===== src/dtfx_pkg.sv =====
`timescale 1ns / 1ps
// ----------------------------------------------------------------------------
// Decimal text to fixed point: shared package
// Default sizes and elaboration-time helpers used by the parser blocks.
// ----------------------------------------------------------------------------
package dtfx_pkg;

  // Default geometry of the fixed-point result.
  localparam int unsigned FRAC_BITS_DEF       = 16;
  localparam int unsigned INT_BITS_DEF        = 15;
  localparam int unsigned MAX_FRAC_DIGITS_DEF = 9;

  // Width of one character beat and of the result word.
  localparam int unsigned CHAR_W  = 8;
  localparam int unsigned VALUE_W = 32;

  // Number of finished strings that can wait between front and back.
  localparam int unsigned QUEUE_DEPTH_DEF = 2;

  // Bit positions of the result flags on the output user bus.
  localparam int unsigned USER_W       = 2;
  localparam int unsigned USER_BAD_BIT = 0;
  localparam int unsigned USER_OVF_BIT = 1;

  // Ten to the power n, for constant arguments only.
  function automatic logic [63:0] pow10(input int unsigned n);
    logic [63:0] p;
    p = 64'd1;
    for (int unsigned i = 0; i < n; i++) begin
      p = p * 64'd10;
    end
    return p;
  endfunction

  // Bits that hold any decimal integer of up to n digits.
  function automatic int unsigned frac_val_w(input int unsigned n);
    return $clog2(pow10(n));
  endfunction

  // Bits that hold a digit count from zero to n.
  function automatic int unsigned digit_cnt_w(input int unsigned n);
    return $clog2(n + 1);
  endfunction

endpackage


===== src/dtfx_fifo.sv =====
`timescale 1ns / 1ps
// ----------------------------------------------------------------------------
// Decimal text to fixed point: record queue
// Small register queue that carries finished parse records to the back end.
// ----------------------------------------------------------------------------
module dtfx_fifo #(
  parameter int unsigned WIDTH = 8,
  parameter int unsigned DEPTH = dtfx_pkg::QUEUE_DEPTH_DEF
) (
  input  logic             clk_i,
  input  logic             rst_ni,
  input  logic             push_i,
  input  logic [WIDTH-1:0] data_i,
  input  logic             pop_i,
  output logic [WIDTH-1:0] data_o,
  output logic             full_o,
  output logic             empty_o
);
  import dtfx_pkg::*;

  localparam int unsigned PtrW = (DEPTH > 1) ? $clog2(DEPTH) : 1;
  localparam int unsigned CntW = $clog2(DEPTH + 1);

  logic [WIDTH-1:0] mem_q [DEPTH];
  logic [PtrW-1:0]  wr_ptr_q, wr_ptr_d;
  logic [PtrW-1:0]  rd_ptr_q, rd_ptr_d;
  logic [CntW-1:0]  count_q, count_d;
  logic             do_push, do_pop;

  assign full_o  = (count_q == CntW'(DEPTH));
  assign empty_o = (count_q == '0);
  assign do_push = push_i && !full_o;
  assign do_pop  = pop_i && !empty_o;
  assign data_o  = mem_q[rd_ptr_q];

  // Pointer and fill count updates, wrapping at the queue depth.
  always_comb begin
    wr_ptr_d = wr_ptr_q;
    rd_ptr_d = rd_ptr_q;
    count_d  = count_q;
    if (do_push) begin
      wr_ptr_d = (wr_ptr_q == PtrW'(DEPTH - 1)) ? '0 : wr_ptr_q + PtrW'(1);
    end
    if (do_pop) begin
      rd_ptr_d = (rd_ptr_q == PtrW'(DEPTH - 1)) ? '0 : rd_ptr_q + PtrW'(1);
    end
    if (do_push && !do_pop) begin
      count_d = count_q + CntW'(1);
    end else if (do_pop && !do_push) begin
      count_d = count_q - CntW'(1);
    end
  end

  always_ff @(posedge clk_i or negedge rst_ni) begin
    if (!rst_ni) begin
      wr_ptr_q <= '0;
      rd_ptr_q <= '0;
      count_q  <= '0;
    end else begin
      wr_ptr_q <= wr_ptr_d;
      rd_ptr_q <= rd_ptr_d;
      count_q  <= count_d;
    end
  end

  // Storage needs no reset; the fill count guards every read.
  always_ff @(posedge clk_i) begin
    if (do_push) begin
      mem_q[wr_ptr_q] <= data_i;
    end
  end

endmodule


===== src/dtfx_front.sv =====
`timescale 1ns / 1ps
// ----------------------------------------------------------------------------
// Decimal text to fixed point: character parser
// Takes one character per beat, tracks sign, integer and fraction digits,
// and hands a finished record to the queue on the beat marked last.
// ----------------------------------------------------------------------------
module dtfx_front #(
  parameter int unsigned INT_BITS        = dtfx_pkg::INT_BITS_DEF,
  parameter int unsigned MAX_FRAC_DIGITS = dtfx_pkg::MAX_FRAC_DIGITS_DEF,
  localparam int unsigned FvW  = dtfx_pkg::frac_val_w(MAX_FRAC_DIGITS),
  localparam int unsigned CntW = dtfx_pkg::digit_cnt_w(MAX_FRAC_DIGITS)
) (
  input  logic                        clk_i,
  input  logic                        rst_ni,
  input  logic                        s_axis_tvalid_i,
  output logic                        s_axis_tready_o,
  input  logic [dtfx_pkg::CHAR_W-1:0] s_axis_tdata_i,
  input  logic                        s_axis_tlast_i,
  input  logic                        full_i,
  output logic                        push_o,
  output logic                        neg_o,
  output logic [INT_BITS-1:0]         int_o,
  output logic                        ovf_o,
  output logic [FvW-1:0]              fval_o,
  output logic [CntW-1:0]             fcnt_o,
  output logic                        serr_o
);
  import dtfx_pkg::*;

  // Parse phases.
  localparam logic [1:0] PH_LEAD = 2'd0;
  localparam logic [1:0] PH_INT  = 2'd1;
  localparam logic [1:0] PH_FRAC = 2'd2;
  localparam logic [1:0] PH_DONE = 2'd3;

  // Characters with a meaning of their own.
  localparam logic [CHAR_W-1:0] CH_NUL   = 8'h00;
  localparam logic [CHAR_W-1:0] CH_LF    = 8'h0A;
  localparam logic [CHAR_W-1:0] CH_SPACE = 8'h20;
  localparam logic [CHAR_W-1:0] CH_PLUS  = 8'h2B;
  localparam logic [CHAR_W-1:0] CH_MINUS = 8'h2D;
  localparam logic [CHAR_W-1:0] CH_DOT   = 8'h2E;
  localparam logic [CHAR_W-1:0] CH_ZERO  = 8'h30;
  localparam logic [CHAR_W-1:0] CH_NINE  = 8'h39;

  logic [1:0]          phase_q, phase_d;
  logic                neg_q, neg_d;
  logic [INT_BITS-1:0] int_q, int_d;
  logic                ovf_q, ovf_d;
  logic [FvW-1:0]      fval_q, fval_d;
  logic [CntW-1:0]     fcnt_q, fcnt_d;
  logic                serr_q, serr_d;

  logic                  is_digit;
  logic [3:0]            digit;
  logic [INT_BITS+3:0]   int_acc;
  logic                  int_big;
  logic [FvW+3:0]        frac_acc;
  logic [1:0]            end_phase;
  logic                  end_err;
  logic                  accept;

  assign s_axis_tready_o = !full_i;
  assign accept          = s_axis_tvalid_i && s_axis_tready_o;
  assign push_o          = accept && s_axis_tlast_i;

  assign is_digit = (s_axis_tdata_i >= CH_ZERO) && (s_axis_tdata_i <= CH_NINE);
  assign digit    = 4'(s_axis_tdata_i - CH_ZERO);

  // Integer digit: times ten by shift and add, saturating past the limit.
  assign int_acc = ((INT_BITS + 4)'(int_q) << 3) + ((INT_BITS + 4)'(int_q) << 1)
                 + (INT_BITS + 4)'(digit);
  assign int_big = ovf_q || (|int_acc[INT_BITS+3:INT_BITS]);

  // Fraction digit: kept as an exact decimal integer.
  assign frac_acc = ((FvW + 4)'(fval_q) << 3) + ((FvW + 4)'(fval_q) << 1)
                  + (FvW + 4)'(digit);

  // A non-digit that closes the integer part.
  always_comb begin
    end_err = 1'b0;
    priority if (s_axis_tdata_i == CH_DOT) begin
      end_phase = PH_FRAC;
    end else if ((s_axis_tdata_i == CH_NUL) || (s_axis_tdata_i == CH_LF)) begin
      end_phase = PH_DONE;
    end else begin
      end_phase = PH_DONE;
      end_err   = 1'b1;
    end
  end

  // Next parse state for the current character.
  always_comb begin
    phase_d = phase_q;
    neg_d   = neg_q;
    int_d   = int_q;
    ovf_d   = ovf_q;
    fval_d  = fval_q;
    fcnt_d  = fcnt_q;
    serr_d  = serr_q;
    unique case (phase_q)
      PH_LEAD: begin
        priority if (s_axis_tdata_i == CH_SPACE) begin
          phase_d = PH_LEAD;
        end else if (s_axis_tdata_i == CH_MINUS) begin
          neg_d   = 1'b1;
          phase_d = PH_INT;
        end else if (s_axis_tdata_i == CH_PLUS) begin
          phase_d = PH_INT;
        end else if (is_digit) begin
          phase_d = PH_INT;
          ovf_d   = int_big;
          int_d   = int_big ? '1 : int_acc[INT_BITS-1:0];
        end else begin
          phase_d = end_phase;
          serr_d  = serr_q | end_err;
        end
      end
      PH_INT: begin
        if (is_digit) begin
          ovf_d = int_big;
          int_d = int_big ? '1 : int_acc[INT_BITS-1:0];
        end else begin
          phase_d = end_phase;
          serr_d  = serr_q | end_err;
        end
      end
      PH_FRAC: begin
        if (is_digit) begin
          if (fcnt_q < CntW'(MAX_FRAC_DIGITS)) begin
            fval_d = frac_acc[FvW-1:0];
            fcnt_d = fcnt_q + CntW'(1);
          end
        end else begin
          phase_d = PH_DONE;
        end
      end
      PH_DONE: begin
        phase_d = PH_DONE;
      end
    endcase
  end

  // The record handed on is the state after the last character.
  assign neg_o  = neg_d;
  assign int_o  = int_d;
  assign ovf_o  = ovf_d;
  assign fval_o = fval_d;
  assign fcnt_o = fcnt_d;
  assign serr_o = serr_d;

  // Parse state, cleared after each finished string.
  always_ff @(posedge clk_i or negedge rst_ni) begin
    if (!rst_ni) begin
      phase_q <= PH_LEAD;
      neg_q   <= 1'b0;
      int_q   <= '0;
      ovf_q   <= 1'b0;
      fval_q  <= '0;
      fcnt_q  <= '0;
      serr_q  <= 1'b0;
    end else if (accept) begin
      if (s_axis_tlast_i) begin
        phase_q <= PH_LEAD;
        neg_q   <= 1'b0;
        int_q   <= '0;
        ovf_q   <= 1'b0;
        fval_q  <= '0;
        fcnt_q  <= '0;
        serr_q  <= 1'b0;
      end else begin
        phase_q <= phase_d;
        neg_q   <= neg_d;
        int_q   <= int_d;
        ovf_q   <= ovf_d;
        fval_q  <= fval_d;
        fcnt_q  <= fcnt_d;
        serr_q  <= serr_d;
      end
    end
  end

endmodule


===== src/dtfx_back.sv =====
`timescale 1ns / 1ps
// ----------------------------------------------------------------------------
// Decimal text to fixed point: fraction converter and result stage
// Divides the kept fraction digits by the matching power of ten one bit per
// cycle, then assembles the signed result in the output register.
// ----------------------------------------------------------------------------
module dtfx_back #(
  parameter int unsigned FRAC_BITS       = dtfx_pkg::FRAC_BITS_DEF,
  parameter int unsigned INT_BITS        = dtfx_pkg::INT_BITS_DEF,
  parameter int unsigned MAX_FRAC_DIGITS = dtfx_pkg::MAX_FRAC_DIGITS_DEF,
  localparam int unsigned FvW  = dtfx_pkg::frac_val_w(MAX_FRAC_DIGITS),
  localparam int unsigned CntW = dtfx_pkg::digit_cnt_w(MAX_FRAC_DIGITS)
) (
  input  logic                         clk_i,
  input  logic                         rst_ni,
  input  logic                         empty_i,
  output logic                         pop_o,
  input  logic                         neg_i,
  input  logic [INT_BITS-1:0]          int_i,
  input  logic                         ovf_i,
  input  logic [FvW-1:0]               fval_i,
  input  logic [CntW-1:0]              fcnt_i,
  input  logic                         serr_i,
  output logic                         m_axis_tvalid_o,
  input  logic                         m_axis_tready_i,
  output logic [dtfx_pkg::VALUE_W-1:0] m_axis_tdata_o,
  output logic [dtfx_pkg::USER_W-1:0]  m_axis_tuser_o
);
  import dtfx_pkg::*;

  localparam int unsigned MagW  = INT_BITS + FRAC_BITS;
  localparam int unsigned WideW = (MagW > VALUE_W) ? MagW : VALUE_W;
  localparam int unsigned BitW  = $clog2(FRAC_BITS);
  localparam int unsigned TabN  = 2 ** CntW;

  // Converter states.
  localparam logic [1:0] ST_IDLE = 2'd0;
  localparam logic [1:0] ST_DIV  = 2'd1;
  localparam logic [1:0] ST_OUT  = 2'd2;

  logic [1:0]           state_q, state_d;
  logic [BitW-1:0]      bit_q, bit_d;
  logic                 neg_q, ovf_q, serr_q;
  logic [INT_BITS-1:0]  int_q;
  logic [FvW-1:0]       rem_q, rem_d;
  logic [FvW-1:0]       div_q;
  logic [FRAC_BITS-1:0] frac_q, frac_d;
  logic                 tvalid_q;
  logic [VALUE_W-1:0]   value_q;
  logic [USER_W-1:0]    user_q;

  logic [FvW-1:0]       pow_tab [TabN];
  logic [FvW:0]         rem_sh;
  logic                 take_bit;
  logic                 load_rec;
  logic                 load_out;
  logic [WideW-1:0]     mag_wide;
  logic [VALUE_W-1:0]   mag32;
  logic [VALUE_W-1:0]   value_d;
  logic [USER_W-1:0]    user_d;

  // Power-of-ten divisor table, one entry per digit count.
  for (genvar g = 0; g < TabN; g++) begin : g_pow
    if (g <= MAX_FRAC_DIGITS) begin : g_used
      assign pow_tab[g] = FvW'(pow10(g));
    end else begin : g_spare
      assign pow_tab[g] = FvW'(pow10(MAX_FRAC_DIGITS));
    end
  end

  assign load_rec = (state_q == ST_IDLE) && !empty_i;
  assign pop_o    = load_rec;
  assign load_out = (state_q == ST_OUT) && (!tvalid_q || m_axis_tready_i);

  // One restoring division step.
  assign rem_sh   = {rem_q, 1'b0};
  assign take_bit = (rem_sh >= {1'b0, div_q});

  always_comb begin
    state_d = state_q;
    bit_d   = bit_q;
    rem_d   = rem_q;
    frac_d  = frac_q;
    unique case (state_q)
      ST_IDLE: begin
        if (load_rec) begin
          state_d = ST_DIV;
          bit_d   = BitW'(FRAC_BITS - 1);
          rem_d   = fval_i;
          frac_d  = '0;
        end
      end
      ST_DIV: begin
        rem_d  = take_bit ? FvW'(rem_sh - {1'b0, div_q}) : rem_sh[FvW-1:0];
        frac_d = {frac_q[FRAC_BITS-2:0], take_bit};
        if (bit_q == '0) begin
          state_d = ST_OUT;
        end else begin
          bit_d = bit_q - BitW'(1);
        end
      end
      ST_OUT: begin
        if (load_out) begin
          state_d = ST_IDLE;
        end
      end
      default: begin
        state_d = ST_IDLE;
      end
    endcase
  end

  // Result assembly: saturate, negate, and force zero on a syntax error.
  assign mag_wide = ovf_q ? WideW'({MagW{1'b1}}) : WideW'({int_q, frac_q});
  assign mag32    = mag_wide[VALUE_W-1:0];
  always_comb begin
    if (serr_q) begin
      value_d = '0;
    end else if (neg_q) begin
      value_d = '0 - mag32;
    end else begin
      value_d = mag32;
    end
    user_d               = '0;
    user_d[USER_BAD_BIT] = serr_q;
    user_d[USER_OVF_BIT] = ovf_q;
  end

  always_ff @(posedge clk_i or negedge rst_ni) begin
    if (!rst_ni) begin
      state_q  <= ST_IDLE;
      tvalid_q <= 1'b0;
    end else begin
      state_q <= state_d;
      if (load_out) begin
        tvalid_q <= 1'b1;
      end else if (m_axis_tready_i) begin
        tvalid_q <= 1'b0;
      end
    end
  end

  // Working registers and output payload.
  always_ff @(posedge clk_i) begin
    bit_q  <= bit_d;
    rem_q  <= rem_d;
    frac_q <= frac_d;
    if (load_rec) begin
      neg_q  <= neg_i;
      int_q  <= int_i;
      ovf_q  <= ovf_i;
      serr_q <= serr_i;
      div_q  <= pow_tab[fcnt_i];
    end
    if (load_out) begin
      value_q <= value_d;
      user_q  <= user_d;
    end
  end

  assign m_axis_tvalid_o = tvalid_q;
  assign m_axis_tdata_o  = value_q;
  assign m_axis_tuser_o  = user_q;

endmodule


===== src/decimal_text_to_fixed_point_top.sv =====
`timescale 1ns / 1ps
// ----------------------------------------------------------------------------
// Decimal text to fixed point: top level
// Converts a stream of ASCII decimal text into signed fixed-point numbers.
// ----------------------------------------------------------------------------
// Characters are taken one per clock, one string per run of beats closed by
// tlast, and each string yields one result beat carrying the value in signed
// Q(INT_BITS).(FRAC_BITS) with bad-syntax and overflow flags. The parser takes
// a character every cycle as long as the record queue (two strings deep) has
// room. The fraction converter divides the kept fraction digits by a power of
// ten one quotient bit per cycle and takes the next string only once the last
// result is in the output register, so when strings arrive faster than that,
// the division loop sets the pace.
module decimal_text_to_fixed_point_top #(
  parameter int unsigned FRAC_BITS       = dtfx_pkg::FRAC_BITS_DEF,
  parameter int unsigned INT_BITS        = dtfx_pkg::INT_BITS_DEF,
  parameter int unsigned MAX_FRAC_DIGITS = dtfx_pkg::MAX_FRAC_DIGITS_DEF
) (
  input  logic                         clk_i,
  input  logic                         rst_ni,
  input  logic                         s_axis_tvalid_i,
  output logic                         s_axis_tready_o,
  input  logic [dtfx_pkg::CHAR_W-1:0]  s_axis_tdata_i,  // [7:0] character
  input  logic                         s_axis_tlast_i,
  output logic                         m_axis_tvalid_o,
  input  logic                         m_axis_tready_i,
  output logic [dtfx_pkg::VALUE_W-1:0] m_axis_tdata_o,  // [31:0] value
  output logic [dtfx_pkg::USER_W-1:0]  m_axis_tuser_o   // [0] bad_syntax, [1] overflow
);
  import dtfx_pkg::*;

  localparam int unsigned FvW  = frac_val_w(MAX_FRAC_DIGITS);
  localparam int unsigned CntW = digit_cnt_w(MAX_FRAC_DIGITS);
  localparam int unsigned RecW = 1 + INT_BITS + 1 + FvW + CntW + 1;

  logic                push, pop, full, empty;
  logic [RecW-1:0]     rec_in, rec_out;

  logic                f_neg, f_ovf, f_serr;
  logic [INT_BITS-1:0] f_int;
  logic [FvW-1:0]      f_fval;
  logic [CntW-1:0]     f_fcnt;

  logic                b_neg, b_ovf, b_serr;
  logic [INT_BITS-1:0] b_int;
  logic [FvW-1:0]      b_fval;
  logic [CntW-1:0]     b_fcnt;

  // Character parser.
  dtfx_front #(
    .INT_BITS        (INT_BITS),
    .MAX_FRAC_DIGITS (MAX_FRAC_DIGITS)
  ) u_front (
    .clk_i           (clk_i),
    .rst_ni          (rst_ni),
    .s_axis_tvalid_i (s_axis_tvalid_i),
    .s_axis_tready_o (s_axis_tready_o),
    .s_axis_tdata_i  (s_axis_tdata_i),
    .s_axis_tlast_i  (s_axis_tlast_i),
    .full_i          (full),
    .push_o          (push),
    .neg_o           (f_neg),
    .int_o           (f_int),
    .ovf_o           (f_ovf),
    .fval_o          (f_fval),
    .fcnt_o          (f_fcnt),
    .serr_o          (f_serr)
  );

  // Finished records travel packed through the queue.
  assign rec_in = {f_serr, f_fcnt, f_fval, f_ovf, f_int, f_neg};
  assign {b_serr, b_fcnt, b_fval, b_ovf, b_int, b_neg} = rec_out;

  dtfx_fifo #(
    .WIDTH (RecW),
    .DEPTH (QUEUE_DEPTH_DEF)
  ) u_queue (
    .clk_i   (clk_i),
    .rst_ni  (rst_ni),
    .push_i  (push),
    .data_i  (rec_in),
    .pop_i   (pop),
    .data_o  (rec_out),
    .full_o  (full),
    .empty_o (empty)
  );

  // Fraction converter and result register.
  dtfx_back #(
    .FRAC_BITS       (FRAC_BITS),
    .INT_BITS        (INT_BITS),
    .MAX_FRAC_DIGITS (MAX_FRAC_DIGITS)
  ) u_back (
    .clk_i           (clk_i),
    .rst_ni          (rst_ni),
    .empty_i         (empty),
    .pop_o           (pop),
    .neg_i           (b_neg),
    .int_i           (b_int),
    .ovf_i           (b_ovf),
    .fval_i          (b_fval),
    .fcnt_i          (b_fcnt),
    .serr_i          (b_serr),
    .m_axis_tvalid_o (m_axis_tvalid_o),
    .m_axis_tready_i (m_axis_tready_i),
    .m_axis_tdata_o  (m_axis_tdata_o),
    .m_axis_tuser_o  (m_axis_tuser_o)
  );

endmodule


===== config.mk =====
export PLATFORM = sky130hd
export DESIGN_NAME = decimal_text_to_fixed_point_top
export DESIGN_NICKNAME = d
export VERILOG_FILES = /design/src/dtfx_pkg.sv /design/src/dtfx_fifo.sv /design/src/dtfx_front.sv /design/src/dtfx_back.sv /design/src/decimal_text_to_fixed_point_top.sv
export SDC_FILE = /design/constraint.sdc
export NUM_CORES = 1
export LEC_CHECK = 0
export ABC_AREA = 0
export BUFFER_PORTS_ARGS = -buffer_cell sky130_fd_sc_hd__buf_2
export CAP_MARGIN = 20
export CELL_PAD_IN_SITES_DETAIL_PLACEMENT = 1
export CELL_PAD_IN_SITES_GLOBAL_PLACEMENT = 1
export CORE_MARGIN = 3
export CORE_UTILIZATION = 46
export CTS_CLUSTER_DIAMETER = 40
export DETAILED_ROUTE_END_ITERATION = 10
export PLACE_DENSITY = 0.79
export RECOVER_POWER = 50
export SLEW_MARGIN = 30
export SYNTH_ARGS = -nofsm -noshare
export SYNTH_HDL_FRONTEND = slang
export SYNTH_SLANG_ARGS = --single-unit

===== constraint.sdc =====
create_clock -name clk_i -period 4.1 [get_ports clk_i]
set_input_delay 0.41 -clock clk_i [delete_from_list [all_inputs] [get_ports clk_i]]
set_output_delay 0.41 -clock clk_i [all_outputs]
set_load 0.005 [all_outputs]

# Word-level counts from Yosys, hierarchy flattened
# Memories as Yosys holds them, arrays and structs flattened. A register that Yosys moved wholly into a read port is not among the register bits.
# Index checks and enable logic that the tools add are counted.
dict set report totals {
  mem_count 2
  in_bits 13
  mem_bits_ro 480
  wordCells 153
  ram_bits 104
  out_inout_bits 36
  reg_bits 163
}
dict set report classes {
  n_bitwise 2
  magnitude_cmp 4
  n_mux 64
  reduce_logical 30
  n_eq_ne 17
  addsub 13
}
# name words word_bits rd rd_clocked_by_memory_dff wr line
set memory_table {}
lappend memory_table {{(name not given)} 16 30 1 1 0 dtfx_back.sv:153} ;# div_q <= pow_tab[fcnt_i];
lappend memory_table {u_queue.mem_q 2 52 1 0 1 dtfx_fifo.sv:24} ;# logic [WIDTH-1:0] mem_q [DEPTH];
# op count
set op_table {}
lappend op_table {{30-bit 2-to-1 mux} 6}
lappend op_table {{15-bit 2-to-1 mux} 6}
lappend op_table {{30-bit one-hot mux with 2 select lines} 1}
lappend op_table {{8-bit by 6-bit equality test with 1-bit output (second input constant)} 4}
lappend op_table {{32-bit 2-to-1 mux} 1}
lappend op_table {{16-bit one-hot mux with 2 select lines} 1}
lappend op_table {{1-bit by 32-bit subtractor with 32-bit output (first input constant)} 1}
lappend op_table {{31-bit by 30-bit >= comparator with 1-bit output} 1}
lappend op_table {{31-bit 2-to-1 mux} 1}
lappend op_table {{30-bit adder} 1}
lappend op_table {{30-bit by 4-bit adder with 30-bit output} 1}
lappend op_table {{15-bit one-hot mux with 2 select lines} 1}
lappend op_table {{30-bit subtractor} 1}
lappend op_table {{2-bit 2-to-1 mux} 12}
lappend op_table {{4-bit 2-to-1 mux} 6}
lappend op_table {{1-bit 2-to-1 mux} 23}
lappend op_table {{18-bit by 16-bit adder with 19-bit output} 1}
lappend op_table {{19-bit by 4-bit adder with 19-bit output} 1}
lappend op_table {{16-bit 2-to-1 mux} 1}
lappend op_table {{1-bit logical AND} 9}
lappend op_table {{3-bit AND reduction} 3}
lappend op_table {{2-bit equality test (second input constant)} 4}
lappend op_table {{8-bit by 4-bit equality test with 1-bit output (second input constant)} 1}
lappend op_table {{8-bit by 6-bit >= comparator with 1-bit output (second input constant)} 1}
lappend op_table {{25 further kinds} 42}

# Longest topological paths before layout
dict set report logic_depth {
  ltp_word 11
  ltp_mapped 13
  mapped_depth_nobuf 12
}

# Cells and area by module
# From an unflattened synthesis, not the netlist that was laid out.
dict set report unflattened {
  cells_unflattened 1612
  hier_area_um2 17478.0
}
# module area_each_um2 instances cells_per_inst seq_area_each_um2
set modules_own_cells {}
lappend modules_own_cells {dtfx_back 7621.1 1 774 3828.7}
lappend modules_own_cells {dtfx_front 5656.7 1 657 1351.3}
lappend modules_own_cells {dtfx_fifo 4200.3 1 181 3223.1}

# Worst setup path before layout
# No wires, ideal clock.
dict set report synth_path {
  path_kind {register to register}
  startpoint {reg u_queue.count_q[0]}
  endpoint {mem u_queue.mem_q[0][0] (netlist bit), enable pin}
  slack_ns 0.128
  required_time_ns 3.638
  period_less_slack_ns 3.972
  setup_time_ns 0.462
  path_stages_with_launch 7
  path_buffers 2
  arrival_ns 3.510
  cell_sequence {dfrtp_1 > nand2b_1 > and2_1 > clkbuf_1 > nand2_1 > clkbuf_1 > nor2_1}
}
dict set report synth_via {
  elab_chain_cells 7
}
# item line
set synth_lines {}
lappend synth_lines {{start: declaration} dtfx_fifo.sv:27} ;# logic [CntW-1:0] count_q, count_d;
lappend synth_lines {{start signal: assignment} dtfx_fifo.sv:62} ;# count_q <= count_d;
lappend synth_lines {{2-bit equality test (*)} dtfx_fifo.sv:30} ;# assign full_o = (count_q == CntW'(DEPTH));
lappend synth_lines {{1-bit zero test (*)} dtfx_front.sv:63} ;# assign s_axis_tready_o = !full_i;
lappend synth_lines {{net s_axis_tready_o} decimal_text_to_fixed_point_top.sv:22} ;# output logic s_axis_tready_o,
lappend synth_lines {{1-bit logical AND} dtfx_front.sv:64} ;# assign accept = s_axis_tvalid_i && s_axis_tready_o;
lappend synth_lines {{1-bit logical AND} dtfx_front.sv:65} ;# assign push_o = accept && s_axis_tlast_i;
lappend synth_lines {{1-bit logical AND (*)} dtfx_fifo.sv:32} ;# assign do_push = push_i && !full_o;
lappend synth_lines {{1-bit 2-to-1 mux (*)} dtfx_fifo.sv:68} ;# if (do_push) begin
lappend synth_lines {{1-bit 2-to-1 mux (not written as such) (*)} dtfx_fifo.sv:69} ;# mem_q[wr_ptr_q] <= data_i;
lappend synth_lines {{end: declaration} dtfx_fifo.sv:24}
# Mark *: on every way through the listed nets, which the timed path passes. The rest lies on a longest branch.

# Final worst setup path
dict set report layout_path {
  startpoint {reg u_queue.count_q[0]}
  endpoint {reg u_front.fval_q[24]}
}
dict set report layout_via {
  elab_chain_cells 3
}
# item line
set layout_lines {}
lappend layout_lines {{2-bit equality test} dtfx_fifo.sv:30}
lappend layout_lines {{1-bit zero test} dtfx_front.sv:63}
lappend layout_lines {{1-bit logical AND} dtfx_front.sv:64}
lappend layout_lines {{end signal: assignment} dtfx_front.sv:176} ;# fval_q <= fval_d;
lappend layout_lines {{end: declaration} dtfx_front.sv:50} ;# logic [FvW-1:0] fval_q, fval_d;
# No other way between the ends.
# A chain may end at the register's enable or synchronous reset.

==> key figures <==
Outcome
  – Outcome: complete, but fails checks
  – Violated checks: capacitance limit, slew limit

STA
  – Number of max-slew violations in the final report: 248
  – Sum of negative setup slack: 0 ns
  – Final hold violations: 0
  – Final count of negative-setup-slack endpoints: 0
  – Final critical delay including setup and external delays: 3.88 ns
  – Ratio of final minimum period to clock period: 94.7%
  – Setup repair after global routing missed its margin: no
  – Actual slew at the worst max-slew pin: 2.65 ns
  – Slew Limit Headroom: -76.9%
  – Max Fclk: 258 MHz
  – Final worst clock skew: 0.0288 ns

Finish
  – Area growth from synthesis to layout: 12.9%
  – Multi-input gate area in the final layout: 8550 um^2
  – Share of final-layout standard cells stronger than drive strength 1: 9.90%
  – Number of nets in the finished design: 1853
  – Area occupied by registers: 8400 um^2
  – Filler cell count in the final layout: 3974
  – Fin area: 19700 um^2

Worst setup path
  – Ordered cell list for the critical path: nand2b_1 > nand2_1 > clkbuf_1 > nor2_1 > a22oi_1 > o21ai_0
  – Critical path fanouts, max: 46
  – CP Capture Type: register
  – Critical path data required time: 4.51 ns
  – CP Buf/Inv Count: 1
  – Critical path startpoint category: register
  – Arrival @ worst endpoint: 4.29 ns
  – Critical path type: reg -> reg
  – Largest delay contributor family on the critical path: buffers and inverters
  – CP peak stage delay: 1.89 ns
  – Standard cell with the maximum stage delay on the critical path: sky130_fd_sc_hd__clkbuf_1

Clocking
  – Sink Count: 290
  – Clock root buffer: sky130_fd_sc_hd__clkbuf_16
  – Total clock buffers created by CTS: 44
  – Worst skew pair latency: 0.57 ns
  – CTS HTree Levels: 2
  – Total of cells resized after clock tree synthesis: 0
  – CTS Buffer Depth: 3
  – CTS clk-pin slew, worst paths: 0.06 ns
  – Clock tree from TritonCTS: done
  – Setup fix buffers added after clock tree synthesis: 0

Logic synthesis
  – Most frequent cell after synthesis: sky130_fd_sc_hd__edfxtp_1
  – Top cell type's share of synthesized area: 39.4%
  – Sequential cell area fraction in the yosys report: 48.1%
  – Cell types occupying the most area after synthesis: sky130_fd_sc_hd__edfxtp_1 39%, sky130_fd_sc_hd__ha_1 8.9%, sky130_fd_sc_hd__dfrtp_1 8.7%, sky130_fd_sc_hd__nor2_1 3.4%, sky130_fd_sc_hd__nand2_1 3.0%
  – Synthesized area per cell: 10.5 um^2
  – Count of mapped cells out of synthesis: 1659
  – Synthesized net count: 1801
  – Post-synthesis cell type count: 93
  – Most common flop cell mapped by yosys: sky130_fd_sc_hd__edfxtp_1
  – Flops & latches, synth: 290
  – Post-synth ARST share: 21.0%
  – Cell type with the largest total area after synthesis: sky130_fd_sc_hd__edfxtp_1
  – Count of flip-flops with a built-in enable after synthesis: 229
  – Ranking of synthesized cells by instance count: 229 x sky130_fd_sc_hd__edfxtp_1, 156 x sky130_fd_sc_hd__nor2_1, 141 x sky130_fd_sc_hd__nand2_1
  – YS warnings: 0
  – Netlist area before placement: 17500 um^2

Global route
  – Overall global routing resource usage: 24.1%
  – Number of global-route vias before repair: 14100
  – Antenna violations before repair: 1
  – Remaining global-route overflow: 0
  – Global-route wire length before repair: 78.5 mm
  – Pin count of the biggest net entering global routing: 53

Placed design
  – Count of buffers inserted at the top-level ports: 48
  – GPL Wtd Cong: 0.853
  – Placed instance area: 18300 um^2
  – DP HPWL: 33.7 mm

Floorplan
  – Die ar.: 40300 um^2
  – # IOs: 49
  – Die height: 201 um
  – Area of the placeable core: 37000 um^2
  – Initial cell density of the core: 47.1%
  – Horizontal die dimension: 201 um
  – Placement row count: 70

Drt
  – Met2 WL: 23.2 mm
  – Wire length the detailed router placed on met1: 22.1 mm
  – Highest layer used for signal routing: met4
  – Detail Route Antenna Nets: 0
  – Met3 routed wirelength: 2.23 mm
  – Remaining DRCs: 0
  – Routed length per placed instance: 21.8 um
  – Detailed-router iteration count before antenna repair: 6
  – Routed Wire Length: 49.0 mm
  – Total vias in the final route: 13500
  – Drt initial violations: 826
  – Vias per inst: 6.00

Power and ir drop
  – Static Leakage: 7.92 nW
  – Total power per unit cell area: 697 nW/um^2
  – Worst vdd ir: 0.314 mV
  – Overall power after layout: 13.7 mW

Min path
  – Hold Path Class: in -> reg

Flow run
  – Max capacitance violation total: 7
-- layout by cell type, fill, tap and decap left out, drive strengths merged, types with 22 or more instances in the layout --
master,netlist,layout
a31oi,37,37
clkbuf,65,95
inv,56,70
nor2b,29,29
a21o,26,26
mux2i,29,29
nor3,26,26
dfrtp,61,61
nand3,30,30
mux2,22,22
and2,23,23
a21oi,79,79
nor2,157,157
buf,14,44
nand2,141,141
nand2b,28,28
a211oi,31,31
edfxtp,229,229
ha,124,124
xnor2,59,59
o21ai,108,108
-- worst min-delay path: stages --
cell and delay (ns):
sky130_fd_sc_hd__buf_2 0.11, sky130_fd_sc_hd__nand2b_1 0.17, sky130_fd_sc_hd__nand2_1 0.08
-- stage by stage --
stage | setup WS, ns | cells | util, % | hold WS (ns)
floorplan | 0.128 | 1659 | - | 0.114
global placement | 0.265 | 2166 | 49.4 | 0.459
detailed placement | 0.136 | 2167 | 49.5 | 0.476
CTS | 0.263 | 2250 | 53.5 | 0.244
global route | 0.0469 | 2252 | 53.2 | 0.251
finish | 0.219 | 2252 | 53.2 | 0.258
-- worst paths after layout --
| kind | slack, ns | cells after the start | end | startpoint |
|---|---|---|---|---|
| worst min-delay path | 0.26 | 3 | u_back.m_axis_tvalid_o | m_axis_tready_i |
| max in group asynchronous | 1.48 | 3 | u_front.fval_q[19] | rst_ni |
| worst max register to register | 0.22 | 6 | u_front.fval_q[24] | u_queue.count_q[0] |
| worst min register to register | 0.50 | 2 | u_front.fval_q[29] | u_front.fval_q[29] |
| min in group asynchronous | 0.80 | 2 | u_queue.rd_ptr_q | rst_ni |
| worst max-delay path | 0.22 | 6 | u_front.fval_q[24] | u_queue.count_q[0] |
-- cell type report --
class | instances | area share [%]
multi-input combinational | 1233 | 43.4
sequential | 290 | 42.6
clock buffer | 55 | 6.00
tap | 504 | 3.20
timing repair buffer | 85 | 2.24
clock inverter | 27 | 1.48
inverter | 57 | 1.09
antenna | 1 | 0.0127
-- metal layers --
metal  GRT usage [%]  vias up
met5               0        -
met4            9.08        0
met3            3.60       83
met2            39.3      316
met1            32.7     6774
li1                -     6333
-- registers in the layout, indices dropped and copies added, names as in the netlist --
register	flops
u_back.m_axis_tdata_o	32
u_back.state_q	2
u_back.frac_q	16
u_front.phase_q	2
u_back.int_q	15
u_queue.mem_q	104
u_back.serr_q	1
u_queue.wr_ptr_q	1
u_front.int_q	15
u_front.neg_q	1
u_front.serr_q	1
u_queue.rd_ptr_q	1
u_back.neg_q	1
u_front.fcnt_q	4
u_back.bit_q	4
u_front.ovf_q	1
u_back.rem_q	30
u_back.ovf_q	1
u_back.m_axis_tvalid_o	1
u_back.m_axis_tuser_o	2
u_queue.count_q	2
u_back.div_q	23
u_front.fval_q	30
-- kinds of logic (layout without fill, tap and decap cells) --
family | after synthesis | in the layout | synth area share (%)
compound gates | 450 | 450 | 17.6
other cells | 0 | 1 | 0
buf+inv | 136 | 224 | 2.98
mux | 51 | 51 | 3.08
flops | 290 | 290 | 48.1
simple gates | 527 | 527 | 15.0
fa+ha+maj | 129 | 129 | 9.46
xor+xnor | 76 | 76 | 3.81
-- power breakdown --
group	switching, mW	leakage [nW]	internal [mW]
Sequential	0.452	3.03	4.10
Clock	1.50	0.711	2.29
Combinational	3.32	4.18	2.08
Total	5.27	7.92	8.48
-- timing repair --
action,CTS,global route
hold buffers,1,0
endpoints found under the setup margin,0,0
endpoints found under the hold margin,23,0
(Power assumes the default switching activity.)
